`src/hw/rtl/assert_macros.svh`:
```
// ----------------------------------------------------------------------------
// assert_macros.svh
// concurrent assertion helpers shared by the rtl, clocked on clk, off in reset
// ----------------------------------------------------------------------------
`ifndef ASSERT_MACROS_SVH
`define ASSERT_MACROS_SVH

// same-cycle implication
`define ASSERT_IMPL(label, ante, cons, msg) \
  label: assert property (@(posedge clk) disable iff (!rst_n) (ante) |-> (cons)) \
    else $error(msg);

// next-cycle implication
`define ASSERT_NEXT(label, ante, cons, msg) \
  label: assert property (@(posedge clk) disable iff (!rst_n) (ante) |=> (cons)) \
    else $error(msg);

`endif

```
`src/hw/rtl/ihrc_pkg.sv`:
```
// ----------------------------------------------------------------------------
// ihrc_pkg
// types, codes and constants of the ipv4 header receive check
// ----------------------------------------------------------------------------
package ihrc_pkg;

  // verdict codes
  localparam logic [3:0] ST_ACCEPT     = 4'd0;
  localparam logic [3:0] ST_SHORT      = 4'd1;
  localparam logic [3:0] ST_VERSION    = 4'd2;
  localparam logic [3:0] ST_HDR        = 4'd3;
  localparam logic [3:0] ST_TOTAL      = 4'd4;
  localparam logic [3:0] ST_CKSUM      = 4'd5;
  localparam logic [3:0] ST_FRAG       = 4'd6;
  localparam logic [3:0] ST_NOIFACE    = 4'd7;
  localparam logic [3:0] ST_OTHER_DEST = 4'd8;

  // configuration register indexes
  localparam int CFG_IDX_W = 2;
  localparam logic [CFG_IDX_W-1:0] CFG_IFACE_PRESENT = 2'd0;
  localparam logic [CFG_IDX_W-1:0] CFG_LOCAL_ADDR    = 2'd1;
  localparam logic [CFG_IDX_W-1:0] CFG_SUBNET_MASK   = 2'd2;
  localparam logic [CFG_IDX_W-1:0] CFG_BCAST_ADDR    = 2'd3;
  localparam int CFG_DATA_W = 32;

  // header constants
  localparam logic [15:0] HDR_MIN_BYTES = 16'd20;
  localparam logic [3:0]  IPV4_VERSION  = 4'd4;
  localparam logic [15:0] CKSUM_GOOD    = 16'hffff;
  localparam logic [15:0] MF_FLAG       = 16'h2000;
  localparam logic [15:0] FRAG_OFS_MASK = 16'h1fff;
  localparam logic [15:0] BYTE_CNT_MAX  = 16'hffff;

  // byte offsets of captured fields
  localparam logic [15:0] OFS_VER_IHL = 16'd0;
  localparam logic [15:0] OFS_TOT_HI  = 16'd2;
  localparam logic [15:0] OFS_TOT_LO  = 16'd3;
  localparam logic [15:0] OFS_FRAG_HI = 16'd6;
  localparam logic [15:0] OFS_FRAG_LO = 16'd7;
  localparam logic [15:0] OFS_PROTO   = 16'd9;
  localparam logic [15:0] OFS_SRC_LO  = 16'd12;
  localparam logic [15:0] OFS_SRC_HI  = 16'd15;
  localparam logic [15:0] OFS_DST_LO  = 16'd16;
  localparam logic [15:0] OFS_DST_HI  = 16'd19;

  // verdict queue
  localparam int FIFO_DEPTH = 4;
  localparam int FIFO_AW    = $clog2(FIFO_DEPTH);

  // one finished frame, classified by the front end
  typedef struct packed {
    logic [3:0]  pre_status;
    logic [7:0]  protocol;
    logic [15:0] total_length;
    logic [31:0] src_addr;
    logic [31:0] dst_addr;
    logic [5:0]  header_length;
  } ihrc_rec_t;

  typedef struct packed {
    logic full;
    logic empty;
  } ihrc_fifo_stat_t;

endpackage

```
`src/hw/rtl/ihrc_in_if.sv`:
```
// ----------------------------------------------------------------------------
// ihrc_in_if
// byte stream channel into the header check
// ----------------------------------------------------------------------------
interface ihrc_in_if;
  logic       valid;
  logic       ready;
  logic [7:0] data_byte;
  logic       last;

  modport source (output valid, output data_byte, output last, input ready);
  modport sink   (input valid, input data_byte, input last, output ready);
endinterface

```
`src/hw/rtl/ihrc_out_if.sv`:
```
// ----------------------------------------------------------------------------
// ihrc_out_if
// verdict channel out of the header check
// ----------------------------------------------------------------------------
interface ihrc_out_if;
  logic        valid;
  logic        ready;
  logic [3:0]  status;
  logic [7:0]  protocol;
  logic [15:0] total_length;
  logic [31:0] src_addr;
  logic [5:0]  header_length;

  modport source (output valid, output status, output protocol, output total_length,
                  output src_addr, output header_length, input ready);
  modport sink   (input valid, input status, input protocol, input total_length,
                  input src_addr, input header_length, output ready);
endinterface

```
`src/hw/rtl/ihrc_fifo.sv`:
```
// ----------------------------------------------------------------------------
// ihrc_fifo
// short queue of classified frames between the parser and the verdict stage
// ----------------------------------------------------------------------------
`include "assert_macros.svh"

module ihrc_fifo (
  input  logic                       clk,
  input  logic                       rst_n,
  input  logic                       push,
  input  ihrc_pkg::ihrc_rec_t        push_rec,
  input  logic                       pop,
  output ihrc_pkg::ihrc_rec_t        pop_rec,
  output ihrc_pkg::ihrc_fifo_stat_t  stat
);
  import ihrc_pkg::*;

  ihrc_rec_t          mem_r [FIFO_DEPTH];
  logic [FIFO_AW-1:0] wr_ptr_r, wr_ptr_nxt;
  logic [FIFO_AW-1:0] rd_ptr_r, rd_ptr_nxt;
  logic [FIFO_AW:0]   cnt_r, cnt_nxt;

  // pointer and fill count
  always_comb begin
    wr_ptr_nxt = push ? wr_ptr_r + 1'b1 : wr_ptr_r;
    rd_ptr_nxt = pop  ? rd_ptr_r + 1'b1 : rd_ptr_r;
    cnt_nxt    = cnt_r;
    if (push && !pop) begin
      cnt_nxt = cnt_r + 1'b1;
    end else if (pop && !push) begin
      cnt_nxt = cnt_r - 1'b1;
    end
  end

  always_ff @(posedge clk) begin
    if (!rst_n) begin
      wr_ptr_r <= '0;
      rd_ptr_r <= '0;
      cnt_r    <= '0;
    end else begin
      wr_ptr_r <= wr_ptr_nxt;
      rd_ptr_r <= rd_ptr_nxt;
      cnt_r    <= cnt_nxt;
    end
  end

  // storage
  always_ff @(posedge clk) begin
    if (push) begin
      mem_r[wr_ptr_r] <= push_rec;
    end
  end

  assign pop_rec    = mem_r[rd_ptr_r];
  assign stat.full  = (cnt_r == (FIFO_AW+1)'(FIFO_DEPTH));
  assign stat.empty = (cnt_r == '0);

  `ASSERT_IMPL(a_no_overflow, push, !stat.full || pop, "push into full verdict queue")
  `ASSERT_IMPL(a_no_underflow, pop, !stat.empty, "pop from empty verdict queue")
  `ASSERT_IMPL(a_cnt_bound, 1'b1, cnt_r <= (FIFO_AW+1)'(FIFO_DEPTH), "queue count out of range")
endmodule

```
`src/hw/rtl/ihrc_front.sv`:
```
// ----------------------------------------------------------------------------
// ihrc_front
// byte parser: captures header fields, keeps the checksum, classifies frames
// ----------------------------------------------------------------------------
`include "assert_macros.svh"

module ihrc_front (
  input  logic                       clk,
  input  logic                       rst_n,
  ihrc_in_if.sink                    in_s,
  input  ihrc_pkg::ihrc_fifo_stat_t  q_stat,
  output logic                       q_push,
  output ihrc_pkg::ihrc_rec_t        q_rec
);
  import ihrc_pkg::*;

  logic [15:0] cnt_r, cnt_nxt;
  logic [15:0] sum_r, sum_nxt;
  logic [7:0]  hold_r, hold_nxt;
  logic [7:0]  ver_r, ver_nxt;
  logic [15:0] total_r, total_nxt;
  logic [15:0] frag_r, frag_nxt;
  logic [7:0]  proto_r, proto_nxt;
  logic [31:0] src_r, src_nxt;
  logic [31:0] dst_r, dst_nxt;

  logic        beat;
  logic [5:0]  hlen;
  logic        in_hdr;
  logic [16:0] word_sum;
  logic [15:0] folded;
  logic [7:0]  b;

  assign in_s.ready = !q_stat.full;
  assign beat       = in_s.valid && in_s.ready;
  assign b          = in_s.data_byte;

  // field capture at fixed offsets
  always_comb begin
    ver_nxt   = (cnt_r == OFS_VER_IHL) ? b : ver_r;
    total_nxt = (cnt_r == OFS_TOT_HI || cnt_r == OFS_TOT_LO) ? {total_r[7:0], b} : total_r;
    frag_nxt  = (cnt_r == OFS_FRAG_HI || cnt_r == OFS_FRAG_LO) ? {frag_r[7:0], b} : frag_r;
    proto_nxt = (cnt_r == OFS_PROTO) ? b : proto_r;
    src_nxt   = (cnt_r >= OFS_SRC_LO && cnt_r <= OFS_SRC_HI) ? {src_r[23:0], b} : src_r;
    dst_nxt   = (cnt_r >= OFS_DST_LO && cnt_r <= OFS_DST_HI) ? {dst_r[23:0], b} : dst_r;
    cnt_nxt   = (cnt_r == BYTE_CNT_MAX) ? cnt_r : cnt_r + 16'd1;
  end

  // ones' complement sum over the header bytes
  always_comb begin
    hlen     = {ver_nxt[3:0], 2'b00};
    in_hdr   = (cnt_r < {10'd0, hlen});
    word_sum = {1'b0, sum_r} + {1'b0, hold_r, b};
    folded   = word_sum[15:0] + {15'd0, word_sum[16]};
    hold_nxt = hold_r;
    sum_nxt  = sum_r;
    if (in_hdr && !cnt_r[0]) begin
      hold_nxt = b;
    end
    if (in_hdr && cnt_r[0]) begin
      sum_nxt = folded;
    end
  end

  // classify on the last beat, checks in priority order
  always_comb begin
    q_rec.protocol      = proto_nxt;
    q_rec.total_length  = total_nxt;
    q_rec.src_addr      = src_nxt;
    q_rec.dst_addr      = dst_nxt;
    q_rec.header_length = hlen;
    if (cnt_nxt < HDR_MIN_BYTES) begin
      q_rec.pre_status = ST_SHORT;
    end else if (ver_nxt[7:4] != IPV4_VERSION) begin
      q_rec.pre_status = ST_VERSION;
    end else if (cnt_nxt < {10'd0, hlen}) begin
      q_rec.pre_status = ST_HDR;
    end else if (cnt_nxt < total_nxt) begin
      q_rec.pre_status = ST_TOTAL;
    end else if (sum_nxt != CKSUM_GOOD) begin
      q_rec.pre_status = ST_CKSUM;
    end else if ((frag_nxt & MF_FLAG) != '0 || (frag_nxt & FRAG_OFS_MASK) != '0) begin
      q_rec.pre_status = ST_FRAG;
    end else begin
      q_rec.pre_status = ST_ACCEPT;
    end
  end

  assign q_push = beat && in_s.last;

  // frame state, cleared after every last beat
  always_ff @(posedge clk) begin
    if (!rst_n || q_push) begin
      cnt_r   <= '0;
      sum_r   <= '0;
      hold_r  <= '0;
      ver_r   <= '0;
      total_r <= '0;
      frag_r  <= '0;
      proto_r <= '0;
      src_r   <= '0;
      dst_r   <= '0;
    end else if (beat) begin
      cnt_r   <= cnt_nxt;
      sum_r   <= sum_nxt;
      hold_r  <= hold_nxt;
      ver_r   <= ver_nxt;
      total_r <= total_nxt;
      frag_r  <= frag_nxt;
      proto_r <= proto_nxt;
      src_r   <= src_nxt;
      dst_r   <= dst_nxt;
    end
  end

  `ASSERT_NEXT(a_clear_after_last, q_push, cnt_r == '0 && sum_r == '0, "frame state not cleared")
  `ASSERT_NEXT(a_cnt_saturate, beat && !in_s.last && cnt_r == BYTE_CNT_MAX,
               cnt_r == BYTE_CNT_MAX, "byte count wrapped")
endmodule

```
`src/hw/rtl/ihrc_back.sv`:
```
// ----------------------------------------------------------------------------
// ihrc_back
// verdict stage: interface and destination checks, output register
// ----------------------------------------------------------------------------
module ihrc_back (
  input  logic                                 clk,
  input  logic                                 rst_n,
  input  logic                                 cfg_we,
  input  logic [ihrc_pkg::CFG_IDX_W-1:0]       cfg_index,
  input  logic [ihrc_pkg::CFG_DATA_W-1:0]      cfg_data,
  input  ihrc_pkg::ihrc_fifo_stat_t            q_stat,
  input  ihrc_pkg::ihrc_rec_t                  q_rec,
  output logic                                 q_pop,
  ihrc_out_if.source                           out_m
);
  import ihrc_pkg::*;

  logic        iface_r;
  logic [31:0] local_r;
  logic [31:0] mask_r;
  logic [31:0] bcast_r;

  logic        out_valid_r, out_valid_nxt;
  logic [3:0]  status_r, status_nxt;
  logic [7:0]  proto_r;
  logic [15:0] total_r;
  logic [31:0] src_r;
  logic [5:0]  hlen_r;

  // configuration registers
  always_ff @(posedge clk) begin
    if (!rst_n) begin
      iface_r <= 1'b0;
      local_r <= '0;
      mask_r  <= '0;
      bcast_r <= '0;
    end else if (cfg_we) begin
      case (cfg_index)
        CFG_IFACE_PRESENT: iface_r <= cfg_data[0];
        CFG_LOCAL_ADDR:    local_r <= cfg_data;
        CFG_SUBNET_MASK:   mask_r  <= cfg_data;
        CFG_BCAST_ADDR:    bcast_r <= cfg_data;
        default:           iface_r <= iface_r;
      endcase
    end
  end

  // take a frame when the output register is free or being drained
  assign q_pop = !q_stat.empty && (!out_valid_r || out_m.ready);

  always_comb begin
    if (q_rec.pre_status != ST_ACCEPT) begin
      status_nxt = q_rec.pre_status;
    end else if (!iface_r) begin
      status_nxt = ST_NOIFACE;
    end else if (q_rec.dst_addr != local_r && q_rec.dst_addr != mask_r &&
                 q_rec.dst_addr != bcast_r) begin
      status_nxt = ST_OTHER_DEST;
    end else begin
      status_nxt = ST_ACCEPT;
    end
    out_valid_nxt = q_pop || (out_valid_r && !out_m.ready);
  end

  always_ff @(posedge clk) begin
    if (!rst_n) begin
      out_valid_r <= 1'b0;
    end else begin
      out_valid_r <= out_valid_nxt;
    end
  end

  // output payload
  always_ff @(posedge clk) begin
    if (q_pop) begin
      status_r <= status_nxt;
      proto_r  <= q_rec.protocol;
      total_r  <= q_rec.total_length;
      src_r    <= q_rec.src_addr;
      hlen_r   <= q_rec.header_length;
    end
  end

  assign out_m.valid         = out_valid_r;
  assign out_m.status        = status_r;
  assign out_m.protocol      = proto_r;
  assign out_m.total_length  = total_r;
  assign out_m.src_addr      = src_r;
  assign out_m.header_length = hlen_r;
endmodule

```
`src/hw/rtl/ipv4_header_receive_check.sv`:
```
// ----------------------------------------------------------------------------
// ipv4_header_receive_check
// receive-side ipv4 header validation over a byte stream
// ----------------------------------------------------------------------------
// Takes one datagram byte per beat, one beat per clock unless the queue is full,
// with last marking the final byte of a frame. The parser captures the header
// fields and keeps the ones' complement sum as bytes arrive, and classifies
// the frame on its last beat; a four-entry verdict queue then feeds the stage
// that applies the interface and destination checks and holds the result in
// an output register. Input stalls only once the queue holds four verdicts
// behind a stalled output register. Configuration is to be written through
// cfg_we, cfg_index and cfg_data only while no frame is in progress; the block
// itself does not enforce this.
module ipv4_header_receive_check (
  input  logic                              clk,
  input  logic                              rst_n,
  input  logic                              cfg_we,
  input  logic [ihrc_pkg::CFG_IDX_W-1:0]    cfg_index,
  input  logic [ihrc_pkg::CFG_DATA_W-1:0]   cfg_data,
  ihrc_in_if.sink                           in_s,
  ihrc_out_if.source                        out_m
);
  import ihrc_pkg::*;

  logic            q_push;
  logic            q_pop;
  ihrc_rec_t       push_rec;
  ihrc_rec_t       pop_rec;
  ihrc_fifo_stat_t q_stat;

  // parser and classifier
  ihrc_front u_front (
    .clk    (clk),
    .rst_n  (rst_n),
    .in_s   (in_s),
    .q_stat (q_stat),
    .q_push (q_push),
    .q_rec  (push_rec)
  );

  // verdict queue
  ihrc_fifo u_fifo (
    .clk      (clk),
    .rst_n    (rst_n),
    .push     (q_push),
    .push_rec (push_rec),
    .pop      (q_pop),
    .pop_rec  (pop_rec),
    .stat     (q_stat)
  );

  // verdict stage
  ihrc_back u_back (
    .clk       (clk),
    .rst_n     (rst_n),
    .cfg_we    (cfg_we),
    .cfg_index (cfg_index),
    .cfg_data  (cfg_data),
    .q_stat    (q_stat),
    .q_rec     (pop_rec),
    .q_pop     (q_pop),
    .out_m     (out_m)
  );
endmodule

```
`src/flat_wrapper.sv`:
```
// flat-port wrapper written by rule: the top's interface ports become plain ports
module ipv4_header_receive_check_flat import ihrc_pkg::*;
  (clk, rst_n, cfg_we, cfg_index, cfg_data, in_s_valid, in_s_data_byte, in_s_last, in_s_ready, out_m_valid, out_m_status, out_m_protocol, out_m_total_length, out_m_src_addr, out_m_header_length, out_m_ready);
  ihrc_in_if in_s_i ();
  ihrc_out_if out_m_i ();
  input  logic clk;
  input  logic rst_n;
  input  logic cfg_we;
  input  logic [ihrc_pkg::CFG_IDX_W-1:0] cfg_index;
  input  logic [ihrc_pkg::CFG_DATA_W-1:0] cfg_data;
  input wire logic [$bits(in_s_i.valid)-1:0] in_s_valid;
  input wire logic [$bits(in_s_i.data_byte)-1:0] in_s_data_byte;
  input wire logic [$bits(in_s_i.last)-1:0] in_s_last;
  output wire logic [$bits(in_s_i.ready)-1:0] in_s_ready;
  output wire logic [$bits(out_m_i.valid)-1:0] out_m_valid;
  output wire logic [$bits(out_m_i.status)-1:0] out_m_status;
  output wire logic [$bits(out_m_i.protocol)-1:0] out_m_protocol;
  output wire logic [$bits(out_m_i.total_length)-1:0] out_m_total_length;
  output wire logic [$bits(out_m_i.src_addr)-1:0] out_m_src_addr;
  output wire logic [$bits(out_m_i.header_length)-1:0] out_m_header_length;
  input wire logic [$bits(out_m_i.ready)-1:0] out_m_ready;
  assign in_s_i.valid = in_s_valid;
  assign in_s_i.data_byte = in_s_data_byte;
  assign in_s_i.last = in_s_last;
  assign in_s_ready = in_s_i.ready;
  assign out_m_valid = out_m_i.valid;
  assign out_m_status = out_m_i.status;
  assign out_m_protocol = out_m_i.protocol;
  assign out_m_total_length = out_m_i.total_length;
  assign out_m_src_addr = out_m_i.src_addr;
  assign out_m_header_length = out_m_i.header_length;
  assign out_m_i.ready = out_m_ready;
  ipv4_header_receive_check u_core (.clk(clk), .rst_n(rst_n), .cfg_we(cfg_we), .cfg_index(cfg_index), .cfg_data(cfg_data), .in_s(in_s_i), .out_m(out_m_i));
endmodule
```
`config.mk`:
```
export PLATFORM = sky130hd
export DESIGN_NAME = ipv4_header_receive_check_flat
export DESIGN_NICKNAME = d
export VERILOG_FILES = /design/src/hw/rtl/ihrc_pkg.sv /design/src/hw/rtl/ihrc_in_if.sv /design/src/hw/rtl/ihrc_out_if.sv /design/src/hw/rtl/ihrc_fifo.sv /design/src/hw/rtl/ihrc_front.sv /design/src/hw/rtl/ihrc_back.sv /design/src/hw/rtl/ipv4_header_receive_check.sv /design/src/flat_wrapper.sv
export VERILOG_INCLUDE_DIRS = /design/src /design/src/hw/rtl
export SDC_FILE = /design/constraint.sdc
export NUM_CORES = 1
export LEC_CHECK = 0
export ABC_CLOCK_PERIOD_IN_PS = 4800
export BUFFER_PORTS_ARGS = -buffer_cell sky130_fd_sc_hd__buf_2
export CAP_MARGIN = 20
export CORE_ASPECT_RATIO = 1.5
export CORE_MARGIN = 1.5
export CORE_UTILIZATION = 56
export DETAILED_ROUTE_END_ITERATION = 8
export PLACE_DENSITY = 0.76
export SLEW_MARGIN = 20
export SYNTH_ARGS = -nofsm -noshare
export SYNTH_HDL_FRONTEND = slang
export SYNTH_SLANG_ARGS = --single-unit
```
`constraint.sdc`:
```
create_clock -name clk -period 4.8 [get_ports clk]
set_input_delay 0.48 -clock clk [delete_from_list [all_inputs] [get_ports clk]]
set_output_delay 0.48 -clock clk [all_outputs]
set_load 0.01 [all_outputs]
```
==> results of run 1 <==
-- what timing repair did --
action                     in CTS  in global routing
setup buffers                   0                  0
resized for setup               0                  2
setup endpoints to repair       0                  8
hold buffers                    0                  0
-- cell type report --
cell class                 instances  share of cell area, %
timing repair buffer             161                   2.97
clock buffer                      90                   5.52
sequential                       701                   55.6
inverter                          34                  0.384
clock inverter                    32                  0.869
multi-input combinational       1419                   32.1
tap                              682                   2.57
-- flip-flops by register name, summed over array words and instances (netlist names), 8 cells and up, named ones only --
register,flops
u_core.u_front.dst_r,32
u_core.u_front.proto_r,8
u_core.u_front.cnt_r,16
u_core.u_front.ver_r,8
u_core.u_back.bcast_r,32
u_core.u_front.sum_r,16
u_core.u_back.out_m.protocol,8
u_core.u_back.local_r,32
u_core.u_back.mask_r,32
u_core.u_back.out_m.total_length,16
u_core.u_fifo.mem_r,380
u_core.u_front.hold_r,8
u_core.u_front.src_r,32
u_core.u_back.out_m.src_addr,32
u_core.u_front.frag_r,14
u_core.u_front.total_r,16
-- worst max-delay path, cell delays in order (launching register included) --
cell and delay (ns):
dfxtp_1 0.35, ha_1 0.23, fa_1 0.45, a211oi_4 0.24
o21ai_1 0.14, nand4_1 0.13, nand3_1 0.10, and3_1 0.24
o21ai_0 0.17, nand2b_1 0.09, ha_1 0.23, and3_1 0.19
and2_4 0.14, and3_1 0.16, buf_4 0.15, nand4_1 0.12
nand3b_1 0.16, mux2_4 0.33, a2111oi_4 0.40, a31oi_1 0.21
-- per-layer routing --
metal	part of all wire, %	global-route usage, %	wire, um	vias up
met5	0	0	0	-
met4	5.4	13.8	3820	0
met3	4.5	3.36	3180	186
met2	52	46.4	36800	607
met1	38	30.2	26400	9268
li1	-	-	-	8507
-- logic make-up (layout without fill, tap and decap cells) --
logic type               count (synthesis)  after routing  synth area share, %
flip-flops                             701            701                 62.1
multiplexers                           223            223                 11.8
AO/OA/AOI/OAI                          303            303                 6.91
buffers and inverters                  161            317                 2.18
AND/OR/NAND/NOR                        703            703                 10.7
adder cells (fa/ha/maj)                 47             47                 2.03
other                                    1              2               0.0126
XOR/XNOR                               141            141                 4.15
-- cell usage in the layout (no fill, tap or decap), types with 9 or more instances in the layout --
master and instances:
buf_4 43, o21ai_0 15, and2_1 9, xor2_1 85, buf_2 113, ha_1 45, nor2_1 117, mux2_2 77
a211oi_1 26, o211ai_1 11, mux4_2 95, inv_1 34, clkbuf_16 69, a21boi_0 100, nand4_1 24, xnor2_1 56
clkinv_2 13, mux2i_1 50, nand2_1 396, edfxtp_1 444, dfxtp_1 255, nor4_1 25, nor3_1 25, clkbuf_1 18
nand3_1 23, and3_1 13, a21oi_1 105
-- power by group --
| part | internal, uW | total, uW | switching, uW |
|---|---|---|---|
| Clock | 2880 | 5120 | 2240 |
| Combinational | 1360 | 3430 | 2070 |
| Sequential | 7150 | 7480 | 337 |
-- metrics by stage --
step	worst slack [ns]	utilization [%]	cells	total power [uW]	hold WS (ns)
after floorplan	0.465	-	2281	9760	0.433
after global placement	0.161	59.2	2997	11000	0.439
after detailed placement	0.0588	59.2	2997	11000	0.446
after CTS	0.255	63.2	3119	16100	0.142
after global routing	0.0168	63.3	3119	16600	0.149
final	0.244	63.3	3119	16000	0.154
-- how the worst max path moves through the flow --
| stage | startpoint | to | slack (ns) | depth (start not counted) |
|---|---|---|---|---|
| 5_1_grt | u_core.u_front.sum_r[0] | u_core.u_fifo.mem_r[0][94] | 0.02 | 19 |
| 3_5_place_dp | in_s_data_byte[0] | u_core.u_fifo.mem_r[0][94] | 0.06 | 19 |
| 4_1_cts | u_core.u_front.sum_r[0] | u_core.u_fifo.mem_r[1][94] | 0.25 | 18 |
| 3_3_place_gp | in_s_data_byte[0] | u_core.u_fifo.mem_r[0][94] | 0.16 | 19 |
| 6_report | u_core.u_front.sum_r[0] | u_core.u_fifo.mem_r[0][94] | 0.24 | 19 |
| 2_1_floorplan | in_s_data_byte[0] | u_core.u_fifo.mem_r[0][94] | 0.47 | 19 |
==> metrics.csv, run 1 <==
stage,metric,value,unit
outcome,status,completed,
pwr,power.density,482,nW/um^2
synthesis,synth_cell_types,78,
finish,finish.instance_area,33300,sq um
setup_path,crit_arrival,4.83,ns
global_routing,grt_usage,26.0,%
hold_path,hold_path_end,u_core.u_back.bcast_r[9],
synthesis,yosys.area.top_type,edfxtp_1,
routing,antenna_left,0,
hold_path,hold_depth,3,
finish,n_fill_cell,3885,
setup_path,critPathKind,reg -> reg,
routing,viasPerCell,5.95,
finish,insertedDiodeCount,0,
timing,finalCritPeriodShare,94.9,%
setup_path,critPathRequiredTime,5.08,ns
timing,fmax,0.219,GHz
routing,wl_per_cell,22.5,um
global_routing,antenna_found_initial,2,
global_routing,overflow,0,
routing,drtIter0Drc,1265,
timing,hold_violations,0,
routing,vias,18600,
floorplanning,dieWidth,191,um
place,place_hpwl,45.4,mm
pwr,p_leak,0.0119,uW
synthesis,yosys-top-cells-area,"edfxtp_1 (45%), dfxtp_1 (17%), mux4_2 (7.2%)",
synthesis,postSynth.asyncResetShare,0,%
cts,cts_buffer_depth,3,
floorplanning,ios,116,
setup_path,startpoint_type,flip-flop,
pwr,vdd_ir_drop_max,0.339,mV
floorplanning,fp-row-count,103,
finish,multi_input_area,10700,sq um
timing,tightest_slew,1.15,ns
timing,min_period,4.56,ns
finish,nets,2478,
cts,clock_latency,0.60,ns
place,gp_congestion,0.903,
finish,layout-drive-gt1-share,19.3,%
cts,clockRootBuffer,clkbuf_16,
synthesis,netlist_area,29700,sq um
global_routing,grt_max_degree,108,
cts,cts_buffers,66,
timing,rsz0062_at_grt,false,
timing,finalSetupTns,0,ns
routing,drc,0,
timing,finClkSkew,0.0213,ns
global_routing,grt_pass1_vias,19100,
synthesis,yosysMostFrequentCell,edfxtp_1,
hold_path,hold_class,in -> reg,
synthesis,yosysWarningCount,0,
cts,cts_tree,built,
finish,area_growth,11.9,%
setup_path,timing.rr.start,u_core.u_front.sum_r[0],
cts,cts.sinks,701,
routing,wl,70.2,mm
setup_path,cp-end-kind,flip-flop,
synthesis,synthFlopType,edfxtp_1,
setup_path,r2r_setup_slack,0.24,ns
global_routing,grt_pass1_wl,108,mm
timing,setup_viol,0,
floorplanning,die_y,285,um
setup_path,cp_max_fo,4,
synthesis,synth_edf_count,444,
timing,slew_headroom,23.4,%
synthesis,synth.avg_cell_area,13.0,sq um
synthesis,synth-seq-area-share,62.1,%
synthesis,yosysTopAreaCellShare,44.8,%
place,port_buffers,113,
place,dpl_cell_area,31100,sq um
synthesis,ys_ff_latch,701,
setup_path,r2r_cells,19,
flow_run,maxCapViolations,0,
cts,path_clk_slew,0.06,ns
floorplanning,fp.dieArea,54500,sq um
timing,slew_violations,0,
cts,cts_max_level,3,
finish,register_area,18500,sq um
hold_path,min_from,cfg_data[9],
floorplanning,design.core.area,52600,sq um
synthesis,syn_inst,2280,
floorplanning,initial_core_util,56.6,%
synthesis,synth_common_cells,"edfxtp_1 (444), nand2_1 (398), dfxtp_1 (257)",
routing,drt_pass1_iterations,5,
setup_path,r2r_end,u_core.u_fifo.mem_r[0][94],
Power figures use the tool's default switching activity.
==> run 2: changes to the inputs <==
Settings changed: CELL_PAD_IN_SITES_DETAIL_PLACEMENT set to 1, CELL_PAD_IN_SITES_GLOBAL_PLACEMENT set to 1, CORE_UTILIZATION 56 to 46, PLACE_DENSITY 0.76 to unset, PLACE_DENSITY_LB_ADDON set to 0.1.
==> run 2 against run 1 <==
Net effect:
- sequential share of layout area shrank 0.65 points
- final area rose by 1.2%
- non-clock buffer count is 2 lower
- power is 4.0% higher
- register-to-register slack improved by 0.04 ns
- combinational power increased by 5%
- final cell count rose by 4.3%
- clock power increased by 9.6%
- critical path depth unchanged
- largest cell class unchanged
- maximum frequency grew 0.87%
==> metrics.csv, run 2 (synthesized netlist as in run 1, its figures left out) <==
stage,metric,value,unit
outcome,status,completed,
timing,finClkSkew,0.0247,ns
timing,slew_violations,0,
global_routing,grt_pass1_vias,19900,
finish,finish.instance_area,33700,sq um
setup_path,startpoint_type,flip-flop,
pwr,power.density,495,nW/um^2
timing,finalSetupTns,0,ns
finish,largest_reg_flops,380,
place,gp_congestion,0.936,
place,placedCellCount,3124,
global_routing,met3_usage,3.21,%
timing,holdWs,0.138,ns
finish,insertedDiodeCount,0,
timing,hold_violations,0,
timing,setup_viol,0,
finish,area_growth,13.2,%
finish,nets,2480,
pwr,combPwrFrac,21.6,%
finish,regMostFlops,u_core.u_fifo.mem_r,
routing,viasPerCell,5.64,
setup_path,cp_max_fo,4,
global_routing,grt_pass1_wl,122,mm
routing,drt_pass1_iterations,5,
global_routing,busiest_layer,met2,
cts,path_clk_slew,0.06,ns
finish,layout-drive-gt1-share,20.0,%
routing,wl_per_cell,24.6,um
global_routing,grtUsageMet2,46.4,%
cts,clock_latency,0.61,ns
pwr,vdd_ir_drop_max,0.605,mV
cts,cts_hold_buf,0,
cts,cts_tree,built,
setup_path,critPathRequiredTime,5.25,ns
cts,cts_buffer_depth,3,
routing,vias,18400,
pwr,p_sw,4880,uW
global_routing,grt_usage,24.6,%
hold_path,hold_class,in -> reg,
setup_path,critPathKind,reg -> reg,
finish,layout_common_cells,"edfxtp_1 (444), nand2_1 (396), dfxtp_1 (255)",
cts,clockRootBuffer,clkbuf_16,
pwr,clock_power_share,33.7,%
global_routing,antenna_found_initial,2,
floorplanning,ios,116,
routing,wl,80.0,mm
cts,cts_buffers,70,
cts,cts_max_level,3,
finish,final_common_cell,edfxtp_1,
routing,drc,0,
pwr,p_seq_share,44.8,%
pwr,sw_frac_of_total,29.3,%
routing,antenna_left,0,
global_routing,grt_util_met1,27.6,%
cts,cts.sinks,701,
setup_path,crit_arrival,4.97,ns
timing,slew_headroom,27.6,%
timing,fmax,0.221,GHz
timing,min_period,4.52,ns
setup_path,r2r_setup_slack,0.28,ns
place,place_hpwl,53.2,mm
routing,drtIter0Drc,955,
floorplanning,die_y,314,um
pwr,p_leak,0.0120,uW
setup_path,cp-end-kind,flip-flop,
floorplanning,initial_core_util,46.3,%
floorplanning,dieWidth,211,um
timing,finalCritPeriodShare,94.1,%
floorplanning,fp.dieArea,66200,sq um
place,dpl_cell_area,31300,sq um
pwr,power.internal,11800,uW
finish,final_cells,3254,
floorplanning,design.core.area,64200,sq um
floorplanning,fp-row-count,114,
timing,tightest_slew,1.08,ns
place,port_buffers,113,
flow_run,maxCapViolations,0,
global_routing,overflow,0,
global_routing,grt_max_degree,80,
==> run 2: timing repair <==
item | in CTS | in global routing
setup endpoints to repair | 0 | 8
gates resized for setup | 0 | 4
setup buffers | 0 | 1
==> run 2: worst max-delay path, stage by stage, from the launching register on <==
cell and delay [ns]:
dfxtp_1 0.33, ha_1 0.26, fa_2 0.40, a211oi_4 0.23, o21ai_1 0.13, nand4_1 0.15, nand3_1 0.12, and3_1 0.21
o21ai_0 0.14, nand2b_1 0.08, ha_1 0.23, ha_1 0.22, xor2_1 0.20, and3_1 0.17, nand4_1 0.15, nor4_2 0.27
nand4_1 0.21, a2111oi_4 0.48, buf_4 0.18, a31o_1 0.19
==> run 2: layer usage <==
metal	wire length [um]	share of wire (%)	vias to the layer above
met5	0	0	-
met4	3300	4.1	0
met3	2300	2.9	123
met2	43700	55	309
met1	30700	38	9427
li1	-	-	8496
==> run 2: power groups by stage <==
stage / clock (uW) / combinational, uW / sequential (uW)
after global routing: 5960 / 3860 / 7530
after CTS: 5750 / 3660 / 7480
after detailed placement: 0 / 3640 / 7600
after floorplan: 0 / 2150 / 7610
final: 5610 / 3600 / 7460
after global placement: 0 / 3590 / 7580
==> run 2: final timing paths <==
path,from,to,cells past startpoint
hold reg to reg,u_core.u_front.src_r[30],u_core.u_front.src_r[30],2
setup / recovery,u_core.u_front.sum_r[0],u_core.u_fifo.mem_r[0][93],19
setup reg to reg,u_core.u_front.sum_r[0],u_core.u_fifo.mem_r[0][93],19
hold / removal,cfg_data[20],u_core.u_back.mask_r[20],3
==> run 2: final cells by class <==
| cell class | instances | area, sq um |
|---|---|---|
| clock inverter | 40 | 404 |
| sequential | 701 | 18500 |
| inverter | 34 | 128 |
| timing repair buffer | 159 | 961 |
| multi-input combinational | 1419 | 10700 |
| tap | 812 | 1020 |
| fill | 6441 | 30500 |
| clock buffer | 89 | 1960 |
==> run 2: metrics by stage <==
stage	util, %	worst slack [ns]	total power (uW)
6_report	52.4	0.283	16700
5_1_grt	52.4	-0.00310	17300
4_1_cts	52.4	0.196	16900
3_5_place_dp	48.7	-0.0516	11200
3_3_place_gp	48.7	0.0509	11200
2_1_floorplan	-	0.465	9760
